--- config.mk ---
export PLATFORM = sky130hd
export DESIGN_NAME = obstacle_avoid_sequencer
export DESIGN_NICKNAME = d
export VERILOG_FILES = /design/src/oas_pkg.sv /design/src/oas_step.sv /design/src/obstacle_avoid_sequencer.sv
export SDC_FILE = /design/constraint.sdc
export NUM_CORES = 1
export LEC_CHECK = 0
export ABC_CLOCK_PERIOD_IN_PS = 15500
export BUFFER_PORTS_ARGS = -buffer_cell sky130_fd_sc_hd__clkbuf_2
export CAP_MARGIN = 20
export CORE_ASPECT_RATIO = 0.6
export CORE_MARGIN = 4
export CORE_UTILIZATION = 35
export CTS_CLUSTER_DIAMETER = 50
export CTS_CLUSTER_SIZE = 30
export DETAILED_ROUTE_END_ITERATION = 6
export GPL_ROUTABILITY_DRIVEN = 0
export REMOVE_ABC_BUFFERS = 1
export SLEW_MARGIN = 20
export SYNTH_ARGS = -nofsm -noshare
export SYNTH_HDL_FRONTEND = slang
export SYNTH_SLANG_ARGS = --single-unit
--- constraint.sdc ---
create_clock -name clk -period 15.5 [get_ports clk]
set_input_delay 0 -clock clk [delete_from_list [all_inputs] [get_ports clk]]
set_output_delay 0 -clock clk [all_outputs]
set_load 0.01 [all_outputs]
--- src/oas_pkg.sv ---
// ----------------------------------------------------------------------------
// oas_pkg: shared types and constants for the obstacle avoidance sequencer
// Mode and motor codes, register indexes, reset values and the config bundle.
// ----------------------------------------------------------------------------
`default_nettype none

package oas_pkg;

  localparam int TIME_WIDTH_DEFAULT = 32;

  localparam int NOW_W   = 32;
  localparam int ECHO_W  = 15;
  localparam int POS_W   = 13;
  localparam int CMD_W   = 3;
  localparam int MODE_W  = 3;
  localparam int DIST_W  = 10;
  localparam int DUR_W   = 16;
  localparam int CFG_IDX_W  = 4;
  localparam int CFG_DATA_W = 16;

  // Echo to distance: (echo * 1124) >> 16, about 0.0343 / 2 cm per us
  localparam int CM_SCALE_W = 11;
  localparam logic [CM_SCALE_W-1:0] CM_SCALE = CM_SCALE_W'(1124);
  localparam int CM_SHIFT = 16;
  localparam logic [ECHO_W-1:0] ECHO_MAX_US = ECHO_W'(30000);
  localparam logic [DIST_W-1:0] TIMEOUT_CM  = DIST_W'(500);

  // Register reset values
  localparam logic [DIST_W-1:0] OBSTACLE_CM_RST    = DIST_W'(20);
  localparam logic [DUR_W-1:0]  STOP_MS_RST        = DUR_W'(200);
  localparam logic [DUR_W-1:0]  RIGHT_TURN_MS_RST  = DUR_W'(400);
  localparam logic [DUR_W-1:0]  ADVANCE_MS_RST     = DUR_W'(500);
  localparam logic [DUR_W-1:0]  LEFT_TURN_MS_RST   = DUR_W'(400);
  localparam logic [DUR_W-1:0]  SEARCH_MS_RST      = DUR_W'(2000);
  localparam logic [POS_W-1:0]  LINE_LOW_RST       = POS_W'(500);
  localparam logic [POS_W-1:0]  LINE_HIGH_RST      = POS_W'(6500);

  typedef enum logic [CFG_IDX_W-1:0] {
    REG_OBSTACLE_CM       = 4'd0,
    REG_STOP_MS           = 4'd1,
    REG_RIGHT_TURN_MS     = 4'd2,
    REG_ADVANCE_MS        = 4'd3,
    REG_LEFT_TURN_MS      = 4'd4,
    REG_SEARCH_TIMEOUT_MS = 4'd5,
    REG_LINE_LOW          = 4'd6,
    REG_LINE_HIGH         = 4'd7
  } reg_idx_t;

  typedef enum logic [MODE_W-1:0] {
    MODE_FOLLOW  = 3'd0,
    MODE_STOPPED = 3'd1,
    MODE_RIGHT   = 3'd2,
    MODE_ADVANCE = 3'd3,
    MODE_LEFT    = 3'd4,
    MODE_SEARCH  = 3'd5
  } mode_t;

  typedef enum logic [CMD_W-1:0] {
    CMD_FOLLOW       = 3'd0,
    CMD_STOP         = 3'd1,
    CMD_SPIN_RIGHT   = 3'd2,
    CMD_FORWARD      = 3'd3,
    CMD_SPIN_LEFT    = 3'd4,
    CMD_FORWARD_LEFT = 3'd5
  } cmd_t;

  typedef struct packed {
    logic [DIST_W-1:0] obstacle_cm;
    logic [DUR_W-1:0]  stop_ms;
    logic [DUR_W-1:0]  right_turn_ms;
    logic [DUR_W-1:0]  advance_ms;
    logic [DUR_W-1:0]  left_turn_ms;
    logic [DUR_W-1:0]  search_timeout_ms;
    logic [POS_W-1:0]  line_low;
    logic [POS_W-1:0]  line_high;
  } cfg_t;

  typedef struct packed {
    cmd_t              cmd;
    mode_t             mode;
    logic [DIST_W-1:0] dist_cm;
    logic              load_start;
  } step_t;

endpackage

`default_nettype wire

--- src/oas_step.sv ---
// ----------------------------------------------------------------------------
// oas_step: one control tick of the maneuver sequencer
// Computes motor command, next mode, distance and the mode-start reload.
// ----------------------------------------------------------------------------
`default_nettype none

module oas_step #(
  parameter int TIME_WIDTH = oas_pkg::TIME_WIDTH_DEFAULT
) (
  input  wire logic [oas_pkg::MODE_W-1:0] cur_mode,
  input  wire logic [TIME_WIDTH-1:0]      mode_start,
  input  wire oas_pkg::cfg_t              cfg,
  input  wire logic [oas_pkg::NOW_W-1:0]  now_ms,
  input  wire logic [oas_pkg::ECHO_W-1:0] echo_us,
  input  wire logic [oas_pkg::POS_W-1:0]  line_pos,
  output oas_pkg::step_t                  res
);

  localparam int PROD_W = oas_pkg::ECHO_W + oas_pkg::CM_SCALE_W;

  logic [TIME_WIDTH-1:0]         now_t;
  logic [TIME_WIDTH-1:0]         elapsed;
  logic [PROD_W-1:0]             prod;
  logic [oas_pkg::DIST_W-1:0]    dist_raw;
  logic                          line_found;

  // Timestamp reduced or extended to the time width, elapsed with wrap
  assign now_t   = TIME_WIDTH'(now_ms);
  assign elapsed = now_t - mode_start;

  assign prod = PROD_W'(echo_us) * PROD_W'(oas_pkg::CM_SCALE);

  always_comb begin
    if (echo_us == '0 || echo_us > oas_pkg::ECHO_MAX_US) begin
      dist_raw = oas_pkg::TIMEOUT_CM;
    end else begin
      dist_raw = prod[oas_pkg::CM_SHIFT +: oas_pkg::DIST_W];
    end
  end

  assign line_found = (line_pos > cfg.line_low) && (line_pos < cfg.line_high);

  always_comb begin
    res.cmd        = oas_pkg::CMD_FOLLOW;
    res.mode       = oas_pkg::MODE_FOLLOW;
    res.dist_cm    = '0;
    res.load_start = 1'b0;
    unique case (cur_mode)
      oas_pkg::MODE_STOPPED: begin
        res.cmd  = oas_pkg::CMD_STOP;
        res.mode = oas_pkg::MODE_STOPPED;
        if (elapsed >= TIME_WIDTH'(cfg.stop_ms)) begin
          res.mode       = oas_pkg::MODE_RIGHT;
          res.load_start = 1'b1;
        end
      end
      oas_pkg::MODE_RIGHT: begin
        res.cmd  = oas_pkg::CMD_SPIN_RIGHT;
        res.mode = oas_pkg::MODE_RIGHT;
        if (elapsed >= TIME_WIDTH'(cfg.right_turn_ms)) begin
          res.mode       = oas_pkg::MODE_ADVANCE;
          res.load_start = 1'b1;
        end
      end
      oas_pkg::MODE_ADVANCE: begin
        res.cmd  = oas_pkg::CMD_FORWARD;
        res.mode = oas_pkg::MODE_ADVANCE;
        if (elapsed >= TIME_WIDTH'(cfg.advance_ms)) begin
          res.mode       = oas_pkg::MODE_LEFT;
          res.load_start = 1'b1;
        end
      end
      oas_pkg::MODE_LEFT: begin
        res.cmd  = oas_pkg::CMD_SPIN_LEFT;
        res.mode = oas_pkg::MODE_LEFT;
        if (elapsed >= TIME_WIDTH'(cfg.left_turn_ms)) begin
          res.mode       = oas_pkg::MODE_SEARCH;
          res.load_start = 1'b1;
        end
      end
      oas_pkg::MODE_SEARCH: begin
        res.cmd  = oas_pkg::CMD_FORWARD_LEFT;
        res.mode = oas_pkg::MODE_SEARCH;
        // Line found wins over timeout; keep the start time on return
        if (line_found) begin
          res.mode = oas_pkg::MODE_FOLLOW;
        end else if (elapsed >= TIME_WIDTH'(cfg.search_timeout_ms)) begin
          res.mode       = oas_pkg::MODE_LEFT;
          res.load_start = 1'b1;
        end
      end
      default: begin
        // Follow mode, and the two unused codes behave the same
        res.dist_cm = dist_raw;
        if (dist_raw <= cfg.obstacle_cm) begin
          res.cmd        = oas_pkg::CMD_STOP;
          res.mode       = oas_pkg::MODE_STOPPED;
          res.load_start = 1'b1;
        end
      end
    endcase
  end

endmodule

`default_nettype wire

--- src/obstacle_avoid_sequencer.sv ---
// ----------------------------------------------------------------------------
// obstacle_avoid_sequencer: line-follow car obstacle maneuver sequencer
// One control tick in, one motor command out, with a timed avoid sequence.
// ----------------------------------------------------------------------------
// Usage:
//   Input channel (in_valid/in_ready) carries one tick: now_ms, echo_us and
//   line_pos. Output channel (out_valid/out_ready) returns one transaction per
//   tick: motor_cmd, the new mode and distance_cm (nonzero only in follow).
//   Config channel (cfg_valid/cfg_ready) writes register cfg_index with
//   cfg_data; cfg_ready is always high, indexes above 7 are dropped. Write
//   only while no tick is in flight.
//   out_valid rises once the tick has passed an input register, one pass of
//   mode logic and the result register. Throughput is one tick per cycle
//   while the receiver keeps up; the mode and start-time registers update as
//   a tick moves into the result register, so the next tick sees them at once.
//   When the receiver stalls, the result register holds and the input
//   register still takes one more tick, then in_ready drops.
//   Reset puts the sequencer in line following with mode start time zero,
//   loads the default thresholds and durations, and empties both stages.
// ----------------------------------------------------------------------------
`default_nettype none

module obstacle_avoid_sequencer #(
  parameter int TIME_WIDTH = oas_pkg::TIME_WIDTH_DEFAULT
) (
  input  wire logic                           clk,
  input  wire logic                           rst,
  input  wire logic                           in_valid,
  output logic                                in_ready,
  input  wire logic [oas_pkg::NOW_W-1:0]      now_ms,
  input  wire logic [oas_pkg::ECHO_W-1:0]     echo_us,
  input  wire logic [oas_pkg::POS_W-1:0]      line_pos,
  output logic                                out_valid,
  input  wire logic                           out_ready,
  output logic [oas_pkg::CMD_W-1:0]           motor_cmd,
  output logic [oas_pkg::MODE_W-1:0]          mode,
  output logic [oas_pkg::DIST_W-1:0]          distance_cm,
  input  wire logic                           cfg_valid,
  output logic                                cfg_ready,
  input  wire logic [oas_pkg::CFG_IDX_W-1:0]  cfg_index,
  input  wire logic [oas_pkg::CFG_DATA_W-1:0] cfg_data
);

  oas_pkg::cfg_t                cfg;
  logic [oas_pkg::MODE_W-1:0]   cur_mode;
  logic [TIME_WIDTH-1:0]        mode_start;

  logic                         stage_valid;
  logic [oas_pkg::NOW_W-1:0]    now_r;
  logic [oas_pkg::ECHO_W-1:0]   echo_r;
  logic [oas_pkg::POS_W-1:0]    pos_r;

  oas_pkg::step_t               res;
  logic                         advance;

  assign cfg_ready = 1'b1;
  assign advance   = stage_valid && (!out_valid || out_ready);
  assign in_ready  = !stage_valid || advance;

  // Configuration registers
  always_ff @(posedge clk) begin
    if (rst) begin
      cfg.obstacle_cm       <= oas_pkg::OBSTACLE_CM_RST;
      cfg.stop_ms           <= oas_pkg::STOP_MS_RST;
      cfg.right_turn_ms     <= oas_pkg::RIGHT_TURN_MS_RST;
      cfg.advance_ms        <= oas_pkg::ADVANCE_MS_RST;
      cfg.left_turn_ms      <= oas_pkg::LEFT_TURN_MS_RST;
      cfg.search_timeout_ms <= oas_pkg::SEARCH_MS_RST;
      cfg.line_low          <= oas_pkg::LINE_LOW_RST;
      cfg.line_high         <= oas_pkg::LINE_HIGH_RST;
    end else if (cfg_valid && cfg_ready) begin
      unique case (cfg_index)
        oas_pkg::REG_OBSTACLE_CM:
          cfg.obstacle_cm <= cfg_data[oas_pkg::DIST_W-1:0];
        oas_pkg::REG_STOP_MS:
          cfg.stop_ms <= cfg_data[oas_pkg::DUR_W-1:0];
        oas_pkg::REG_RIGHT_TURN_MS:
          cfg.right_turn_ms <= cfg_data[oas_pkg::DUR_W-1:0];
        oas_pkg::REG_ADVANCE_MS:
          cfg.advance_ms <= cfg_data[oas_pkg::DUR_W-1:0];
        oas_pkg::REG_LEFT_TURN_MS:
          cfg.left_turn_ms <= cfg_data[oas_pkg::DUR_W-1:0];
        oas_pkg::REG_SEARCH_TIMEOUT_MS:
          cfg.search_timeout_ms <= cfg_data[oas_pkg::DUR_W-1:0];
        oas_pkg::REG_LINE_LOW:
          cfg.line_low <= cfg_data[oas_pkg::POS_W-1:0];
        oas_pkg::REG_LINE_HIGH:
          cfg.line_high <= cfg_data[oas_pkg::POS_W-1:0];
        default: begin
          // drop writes to unknown indexes
        end
      endcase
    end
  end

  // Input register
  always_ff @(posedge clk) begin
    if (rst) begin
      stage_valid <= 1'b0;
    end else if (in_ready) begin
      stage_valid <= in_valid;
    end
  end

  always_ff @(posedge clk) begin
    if (in_valid && in_ready) begin
      now_r  <= now_ms;
      echo_r <= echo_us;
      pos_r  <= line_pos;
    end
  end

  oas_step #(
    .TIME_WIDTH(TIME_WIDTH)
  ) u_step (
    .cur_mode  (cur_mode),
    .mode_start(mode_start),
    .cfg       (cfg),
    .now_ms    (now_r),
    .echo_us   (echo_r),
    .line_pos  (pos_r),
    .res       (res)
  );

  // Sequencer state advances with the tick that leaves the input register
  always_ff @(posedge clk) begin
    if (rst) begin
      cur_mode   <= oas_pkg::MODE_FOLLOW;
      mode_start <= '0;
    end else if (advance) begin
      cur_mode <= res.mode;
      if (res.load_start) begin
        mode_start <= TIME_WIDTH'(now_r);
      end
    end
  end

  // Result register
  always_ff @(posedge clk) begin
    if (rst) begin
      out_valid <= 1'b0;
    end else if (advance) begin
      out_valid <= 1'b1;
    end else if (out_ready) begin
      out_valid <= 1'b0;
    end
  end

  always_ff @(posedge clk) begin
    if (advance) begin
      motor_cmd   <= res.cmd;
      mode        <= res.mode;
      distance_cm <= res.dist_cm;
    end
  end

endmodule

`default_nettype wire
==> impl_results.md <==
* Worst r2r dst: mode_start[5]
* Final setup fails at 0
* Critical R2R Launch: echo_r[6]
* Worst vdd ir at 75.6 uV
* Worst reg2reg path depth at 30
* CTS Buffer Depth at 3
* Max FO, Critical Path at 32
* H-tree depth at 1
* Top cell type's share of synthesized area at 0.198
* Worst Hold End: cfg[108]
* 1st-pass router iterations at 5
* Slew HR at 0.318
* RSZ-0062 raised after global routing: no
* Root Driver: clkbuf_16
* Count leader, synth: ha_1
* Number of flops mapped to enable cells by yosys at 76
* Post-route cell area at ~0.018 mm^2
* Status: finished clean
* Pwr Density at 105 mW/mm^2
* Hold violation count in the final report at 0
* Core area at 0.0436 mm^2
* Total global-route track usage at 0.167
* CTS tree: done
* LEAKAGE at 7.65 nW
* Clk_skew at 34.2 ps
* CP bufs+invs at 5
* Die area at 0.0478 mm^2
* Vias at 12,500
* Die X at 280 um
* First-pass GRT wire length at 65,000 um
* # diodes at 0
* Critical Path AT at 7950 ps
* Area after DPL at roughly 0.017 mm^2
* Syn Inst Count at 1,735
* Required @ worst endpoint at 15,960 ps
* Initial Util at 0.356
* Total of max-cap violations at 0
* Vias in the first global route at 12,300
* Post-Route WL at 40,000 um
* Final antenna-violating net count at 0
* Cell count of the worst hold path at 5
* WS Path Type: reg -> reg
* Flop2flop setup slack at 8010 ps
* Top Family by Delay on Critical Path: compound AO/OA/AOI/OAI gates
* Distinct cells, synth at 77
* Min Tclk post-route at 7490 ps
* Clk_lat worst skew at 570 ps
* Ranking of synthesized cells by area: dfxtp_1 20%, ha_1 18%, edfxtp_1 15%
* Netlist Area Pre-Place at approximately 0.015 mm^2
* Number of clock sinks at 229
* Largest area contributor in the synthesized netlist: dfxtp_1
* # rows at 59
* IO Count at 104
* Chip height at 171 um
* Final TNS setup at 0 ps
* Initial antenna violation count at 0
* Register area share after synthesis at 0.345
* Worst path slowest cell: fa_1
* Total CTS buffers at 24
* Most instantiated cells after synthesis: 222 x ha_1, 221 x inv_1, 187 x nand2_1
* HP Class: in -> reg
* Ys flop type: dfxtp_1
* Max-slew violations at 0
* Crit start category: flip-flop
* Number of vias per cell at just over 5
* Pin count of the biggest net entering global routing at 112
* Final Cycle Share at 0.483
* Post-CTS Setup Inserts at 0
* DRC Markers at 0
* Total Nets Final at 2,206
* Max frequency at 0.134 GHz
* CP peak stage delay at 560 ps
* Asr flop ratio synth at 0
* Dpl hpwl at just over 30,000 um
* Layout area overhead at 17.3%
* Yosys warns at 0
* Worst-margin pin slew at 1020 ps
* Per-cell routed wire length at 16.2 um
* Grt ovf at 0
* Clk slew on worst S/H paths at 80 ps
* Critical Path Sink Type: flip-flop
* Hold path start: cfg_index[3]
* Layout cells sized above 1 at 0.0881
* Detailed Route Iter0 Violations at 1,002
* Flops & latches, synth at 229
* IO buf count at 102
* Avg Synthesized Cell Area at 8.93 um^2
==> per-stage QoR <==
step	setup slack, ps	cells	total power, mW	hold WS [ps]	util
floorplan	8430	1663	1.09	69.1	-
global placement	8350	2352	1.25	176	0.379
CTS	7990	2475	1.93	6.02	0.417
global route	7340	2475	2.05	47.9	0.417
detailed placement	8070	2352	1.26	179	0.379
finish	8010	2475	1.91	18.3	0.417
==> report_power, final <==
part / internal [mW] / switching (mW)
logic: 0.254 / 0.343
registers: 0.655 / 0.0199
clock network: 0.328 / 0.310
total: 1.24 / 0.673
==> layer usage <==
layer	GRT usage	routed length (um)
met2	0.264	17000
met5	0	0
met1	0.246	20100
met4	0.0244	563
met3	0.0277	2430
==> cells by family after synthesis <==
| family | synth area share |
|---|---|
| simple gates | 0.163 |
| compound gates | 0.162 |
| buf+inv | 0.0735 |
| fa+ha+maj | 0.206 |
| flops | 0.345 |
| mux | 0.0375 |
| xor+xnor | 0.0124 |
| other cells | 0.000242 |
==> state kept, by name, indices dropped and copies added (netlist names) <==
name,cells
stage_valid,1
pos_r,13
motor_cmd,3
mode_start,32
now_r,32
cur_mode,3
distance_cm,10
mode,3
cfg,116
echo_r,15
out_valid,1
==> worst max path at each step <==
stage | startpoint | endpoint | slack [ps] | depth (start not counted)
6_report | echo_r[6] | mode_start[5] | 8010 | 30
4_1_cts | echo_r[6] | mode_start[29] | 7990 | 30
2_1_floorplan | echo_r[5] | mode_start[0] | 8430 | 28
5_1_grt | echo_r[6] | mode_start[5] | 7340 | 30
3_5_place_dp | echo_r[6] | mode_start[5] | 8070 | 30
3_3_place_gp | echo_r[6] | mode_start[0] | 8350 | 30
==> cell usage in the layout (no fill, tap or decap), types with 17 or more instances in the layout <==
master           n
o21ai_0         56
nand3_1         21
a211o_1         29
clkbuf_2       101
xnor2_1         17
nand2_1        187
dlygate4sd3_1   79
mux2i_1         58
nor2b_1         17
nand2b_1        77
clkbuf_16       25
inv_1          221
nand4_1         19
a21oi_1        126
fa_1            21
ha_1           222
nor2_1         100
a21o_1          39
dfxtp_1        153
nor3_1          19
edfxtp_1        76
==> worst reg2reg max path: cells and delay by family (launching register included) <==
family | cells | cell delay, ps
multiplexers | 1 | 310
buffers and inverters | 5 | 760
adder cells (fa/ha/maj) | 6 | 2250
AO/OA/AOI/OAI | 14 | 3160
XOR/XNOR | 1 | 200
flip-flops | 1 | 470
AND/OR/NAND/NOR | 3 | 250
==> area by class of cell <==
| class | count | area (um^2) |
|---|---|---|
| clock buffers | 27 | 643 |
| clock inverters | 17 | 235 |
| fillers | 4298 | 25400 |
| inverters | 221 | 830 |
| multi-input cells | 1213 | 9030 |
| flip-flops and latches | 229 | 5350 |
| well taps | 579 | 724 |
| repair buffers | 189 | 1360 |
==> what timing repair did <==
item	CTS	global route
endpoints found under the hold margin	178	0
hold buffers	79	0
resized for setup	0	0
No activity file was read; power rests on OpenSTA's default activity.
